File: config.mk
export PLATFORM = sky130hd
export DESIGN_NAME = rrr_shsub
export DESIGN_NICKNAME = d
export VERILOG_FILES = /design/src/rtl/rrr_pkg.sv /design/src/rtl/rrr_shsub.sv
export SDC_FILE = /design/constraint.sdc
export NUM_CORES = 1
export LEC_CHECK = 0
export BUFFER_PORTS_ARGS = -buffer_cell sky130_fd_sc_hd__buf_4
export CAP_MARGIN = 0
export CORE_ASPECT_RATIO = 1.75
export CORE_MARGIN = 3
export CORE_UTILIZATION = 35
export DETAILED_ROUTE_END_ITERATION = 8
export HOLD_SLACK_MARGIN = 0.1
export PLACE_DENSITY_LB_ADDON = 0.1
export SLEW_MARGIN = 15
export SYNTH_ARGS = -nofsm -noshare
export SYNTH_HDL_FRONTEND = slang
export SYNTH_SLANG_ARGS = --single-unit
File: constraint.sdc
create_clock -name clk -period 5.53 [get_ports clk]
set_input_delay 0 -clock clk [delete_from_list [all_inputs] [get_ports clk]]
set_output_delay 0 -clock clk [all_outputs]
set_load 0.1 [all_outputs]
File: src/rtl/rrr_pkg.sv
// ----------------------------------------------------------------------------
// rrr_pkg
// shared widths, constants and types of the range residual rms block
// ----------------------------------------------------------------------------
package rrr_pkg;

	localparam int FIELD_W    = 48;
	localparam int NUM_AXES   = 3;
	localparam int IN_DATA_W  = 10 * FIELD_W;
	localparam int RANGE_LSB  = 9 * FIELD_W;
	localparam int DIFF_W     = FIELD_W + 2;
	localparam int HALF_W     = DIFF_W / 2;
	localparam int MUL_W      = 32;
	localparam int PROD_W     = 2 * MUL_W;
	localparam int NUM_W      = 2 * DIFF_W;
	localparam int ROOT_W     = DIFF_W;
	localparam int REM_W      = ROOT_W + 3;
	localparam int SUM_W      = 64;
	localparam int RES_W      = SUM_W;
	localparam int CNT_W      = 21;
	localparam int RMS_W      = 32;
	localparam int OUT_DATA_W = 56;
	localparam int SQRT_STEPS = NUM_W / 2;
	localparam int DIV_STEPS  = SUM_W;
	localparam int STEP_W     = $clog2(DIV_STEPS);
	localparam int MAX_OBS    = 1048576;

	typedef enum logic {
		MODE_SQRT,
		MODE_DIV
	} shsub_mode_t;

	typedef struct packed {
		logic        start;
		shsub_mode_t mode;
	} shsub_cmd_t;

endpackage

File: src/rtl/rrr_shsub.sv
// ----------------------------------------------------------------------------
// rrr_shsub
// shared shift-subtract unit: restoring square root (two bits a step) or
// restoring division (one bit a step), one step per cycle
// ----------------------------------------------------------------------------
module rrr_shsub (
	input  logic                        clk,
	input  logic                        arst_n,
	input  rrr_pkg::shsub_cmd_t         cmd,
	input  logic [rrr_pkg::NUM_W-1:0]   operand,
	input  logic [rrr_pkg::CNT_W-1:0]   divisor,
	output logic                        done,
	output logic [rrr_pkg::RES_W-1:0]   result
);

	logic                          busy_q;
	logic                          done_q;
	logic [rrr_pkg::STEP_W-1:0]    cnt_q;
	rrr_pkg::shsub_mode_t          mode_q;
	logic [rrr_pkg::NUM_W-1:0]     num_q;
	logic [rrr_pkg::REM_W-1:0]     rem_q;
	logic [rrr_pkg::RES_W-1:0]     res_q;
	logic [rrr_pkg::CNT_W-1:0]     div_q;

	logic [rrr_pkg::REM_W-1:0]     rem_sh;
	logic [rrr_pkg::REM_W-1:0]     trial;
	logic [rrr_pkg::REM_W-1:0]     rem_nx;
	logic [rrr_pkg::NUM_W-1:0]     num_nx;
	logic                          ge;

	always_comb begin
		unique case (mode_q)
			rrr_pkg::MODE_SQRT: begin
				rem_sh = {rem_q[rrr_pkg::REM_W-3:0], num_q[rrr_pkg::NUM_W-1 -: 2]};
				trial  = {res_q[rrr_pkg::REM_W-3:0], 2'b01};
				num_nx = {num_q[rrr_pkg::NUM_W-3:0], 2'b00};
			end
			rrr_pkg::MODE_DIV: begin
				rem_sh = {rem_q[rrr_pkg::REM_W-2:0], num_q[rrr_pkg::NUM_W-1]};
				trial  = rrr_pkg::REM_W'(div_q);
				num_nx = {num_q[rrr_pkg::NUM_W-2:0], 1'b0};
			end
			default: begin
				rem_sh = '0;
				trial  = '0;
				num_nx = '0;
			end
		endcase
		ge     = (rem_sh >= trial);
		rem_nx = ge ? (rem_sh - trial) : rem_sh;
	end

	always_ff @(posedge clk or negedge arst_n) begin
		if (!arst_n) begin
			busy_q <= 1'b0;
			done_q <= 1'b0;
			cnt_q  <= '0;
		end else begin
			done_q <= 1'b0;
			if (cmd.start) begin
				busy_q <= 1'b1;
				if (cmd.mode == rrr_pkg::MODE_SQRT) begin
					cnt_q <= rrr_pkg::STEP_W'(rrr_pkg::SQRT_STEPS - 1);
				end else begin
					cnt_q <= rrr_pkg::STEP_W'(rrr_pkg::DIV_STEPS - 1);
				end
			end else if (busy_q) begin
				cnt_q <= cnt_q - 1'b1;
				if (cnt_q == '0) begin
					busy_q <= 1'b0;
					done_q <= 1'b1;
				end
			end
		end
	end

	always_ff @(posedge clk) begin
		if (cmd.start) begin
			mode_q <= cmd.mode;
			num_q  <= operand;
			rem_q  <= '0;
			res_q  <= '0;
			div_q  <= divisor;
		end else if (busy_q) begin
			num_q <= num_nx;
			rem_q <= rem_nx;
			res_q <= {res_q[rrr_pkg::RES_W-2:0], ge};
		end
	end

	assign done   = done_q;
	assign result = res_q;

endmodule

==> results.json <==
{
  "ioPinCount": 190,
  "clk_pin_slew_worst_paths_ns": 0.07,
  "grt-ovfl-total": 0,
  "most-common-layout-cells": "nand2_1 (228), dlygate4sd3_1 (214), buf_4 (200), mux2i_1 (186), nor2_1 (146)",
  "max_slew_margin_pct": 41.90,
  "final_nets": 2081,
  "p_per_area_nw_per_um2": 422.6,
  "dr.first_iter.drc_count": 504,
  "critPathArrivalTime_ns": 4.93,
  "coreArea_sq_um": 41870,
  "power_mw": 8.299,
  "power.leakage_nw": 8.710,
  "hold_viol_final": 0,
  "cp-start-kind": "register",
  "antenna_found_initial": 0,
  "post-dp-hpwl_microns": 28790,
  "dieHeight_microns": 278.6,
  "crit_type": "reg2reg",
  "finalMaxSlewViolations": 0,
  "cts_root_buf": "clkbuf_16",
  "nFillCells": 4124,
  "post_cts_resized": 0,
  "die_w_microns": 161.8,
  "status": "completed",
  "cpMaxStageDelayCell": "edfxtp_1",
  "diodes": 0,
  "synth-seq-area-share_pct": 41.62,
  "tns_ns": 0,
  "ir_worst_vdd_mv": 0.2640,
  "wire_per_inst_microns": 16.68,
  "dieArea_sq_um": 45080,
  "hp-class": "in2reg",
  "pre_cts_ws_ns": 1.006,
  "grt_max_degree": 112,
  "post-route-period-util_pct": 80.67,
  "final_cells": 2475,
  "grt_util_all_layers_pct": 17.88,
  "fp-row-count": 99,
  "grt_pass1_vias": 13440,
  "period_minus_slack_ns": 4.461,
  "crit_start": "mode_q$_DFFE_PP_",
  "crit_chain": "buf_12 -> mux2_2 -> ha_1 -> a21oi_1 -> o21ai_0 -> a31oi_1 -> o22ai_1 -> a211oi_4 -> o31a_4 -> o21bai_4 -> a21oi_4 -> buf_4 -> nand2_1 -> a311oi_2",
  "critPathMaxFanout": 39,
  "vias_per_cell": 5.113,
  "required_ns": 6.00,
  "reg2reg_to": "rem_q[48]$_SDFFE_PP0P_",
  "port_buffers": 189,
  "synth_cells": 1559,
  "async_flop_share_pct": 3.252,
  "synth_flop_cell": "edfxtp_1",
  "max_freq_mhz": 224.2,
  "syn_avg_cell_area_sq_um": 9.534,
  "dpl.cell_count": 2213,
  "drt-pass1-iter-count": 5,
  "crit_end": "rem_q[48]$_SDFFE_PP0P_",
  "synth_fp_nets": 1740,
  "drive_gt1_share_pct": 17.40,
  "tightest_slew_ns": 0.8715,
  "cts_max_level": 1,
  "cts_buffers": 26,
  "drt_wl_total_microns": 41290,
  "start_util_pct": 35.50,
  "synth_area_sq_um": 14860,
  "r2r-start": "mode_q$_DFFE_PP_",
  "worstRegToRegCells": 14,
  "setup_slack_ns": 1.069,
  "insertion_delay_ns": 0.55,
  "grt_pass1_wl_microns": 67450,
  "rsz0062_at_grt": "no",
  "endpoint_kind": "register",
  "gp_congestion": 0.8867,
  "synth_cell_types": 75,
  "report.final.setup_viol": 0,
  "skew_ns": 0.01801,
  "drv_cap": 0,
  "synth_edf_count": 122,
  "cts_tree": "built",
  "synth_warnings": 0,
  "synthToLayoutAreaGrowth_pct": 32.11,
  "whs_ns": 0.1655,
  "clockBufferDepth": 3,
  "r2r_setup_slack_ns": 1.07,
  "drc": 0,
  "clock_sinks": 246,
  "final_common_cell": "nand2_1",
  "slowest_delay_ns": 0.47,
  "synth-seq-cells": 246,
  "drt.antenna.violating_nets": 0,
  "vias": 12650
}
## how the worst min path moves through the flow
stage | start | endpoint | slack, ns | depth (start not counted)
CTS | divisor[13] | div_q[13]$_DFFE_PP_ | 0.13 | 2
floorplan | arst_n | busy_q$_DFF_PN0_ | -0.30 | 0
finish | divisor[13] | div_q[13]$_DFFE_PP_ | 0.17 | 2
global route | divisor[20] | div_q[20]$_DFFE_PP_ | 0.15 | 2
global placement | arst_n | done$_DFF_PN0_ | -0.17 | 1
detailed placement | arst_n | done$_DFF_PN0_ | -0.17 | 1
## final cells by class
cell class              instances  area (sq um)  area share (%)
clock buffers                  39         772.0           3.931
clock inverters                 9         65.06          0.3313
inverters                      20         77.57          0.3950
multi-input cells            1189          8140           41.45
flip-flops and latches        246          6190           31.52
well taps                     555         694.4           3.536
repair buffers                417          3699           18.83
## cells by family (layout without fill, tap and decap cells)
family	after synthesis	after routing	synth area share [%]
mux	238	238	16.46
fa+ha+maj	56	56	4.764
simple gates	498	498	14.72
buf+inv	124	485	3.619
flops	246	246	41.62
xor+xnor	45	45	2.651
compound gates	352	352	16.16
## state kept, by name, summed over array words and instances (netlist names)
name	flops
num_q	100
result	64
rem_q	52
div_q	21
cnt_q	6
busy_q	1
done	1
mode_q	1
## critical path, delay by kind of cell (launching register included)
| family | cells | cell delay (ns) |
|---|---|---|
| compound gates | 9 | 2.35 |
| buf+inv | 2 | 0.65 |
| mux | 1 | 0.39 |
| fa+ha+maj | 1 | 0.39 |
| simple gates | 1 | 0.11 |
| flops | 1 | 0.47 |
## metal layers
metal | vias up | GRT usage (%) | part of all wire (%)
met5 | - | 0 | 0
met2 | 217 | 35.50 | 56
met3 | 61 | 2.761 | 3.7
met4 | 0 | 5.407 | 2.7
met1 | 6061 | 19.01 | 38
li1 | 6315 | - | -
## Yosys cell counts, types with 3 or more instances
cell type  number  area share, %
o211ai_1        7           0.35
nor3_1          6           0.20
buf_1          18           0.45
dfrtp_1         8            1.3
o22ai_1         3           0.13
nand4_1        10           0.42
nand3b_1        3           0.15
or3_1           4           0.17
o21a_1          5           0.25
inv_1          20           0.51
nand3_1        21           0.71
nand2b_1       41            1.7
xnor2_1        29            1.7
o21ai_1         3           0.10
nand2_1       228            5.8
xor2_1         16           0.94
and3_1          6           0.25
nor4_1          3           0.13
ha_1           55            4.6
a31oi_1        11           0.46
buf_2           8           0.27
a211oi_1        4           0.20
o21bai_1       15           0.76
dfxtp_1       116             16
a21oi_1        57            1.9
nor2b_1         8           0.34
mux2i_1       186             13
buf_4           4           0.20
or2_2           5           0.21
o21ai_0       135            4.5
a21o_1         33            1.7
nor2_1        146            3.7
mux2_2         52            3.9
a311oi_1       24            1.4
nor3b_1         3           0.15
o221ai_1        3           0.18
a311oi_2       20            2.0
clkbuf_1       66            1.7
o31ai_1         5           0.25
edfxtp_1      122             25
buf_6           6           0.45
## power breakdown
| group | internal [mW] | switching, mW |
|---|---|---|
| Clock | 1.01 | 0.756 |
| Sequential | 2.18 | 0.152 |
| Combinational | 1.80 | 2.41 |
| Total | 4.98 | 3.32 |
## through the flow
| stage | util, % | cell area (sq um) |
|---|---|---|
| 2_1_floorplan | - | 14860 |
| 3_3_place_gp | 39.79 | 16660 |
| 3_5_place_dp | 39.79 | 16660 |
| 4_1_cts | 46.90 | 19640 |
| 5_1_grt | 46.90 | 19640 |
| 6_report | 46.90 | 19640 |
## timing repair
action / 4_1_cts / 5_1_grt
buffers inserted: 0 / 0
hold endpoints to repair: 148 / 0
hold buffers: 214 / 0
Note: power is estimated with default switching activity, not from simulation.
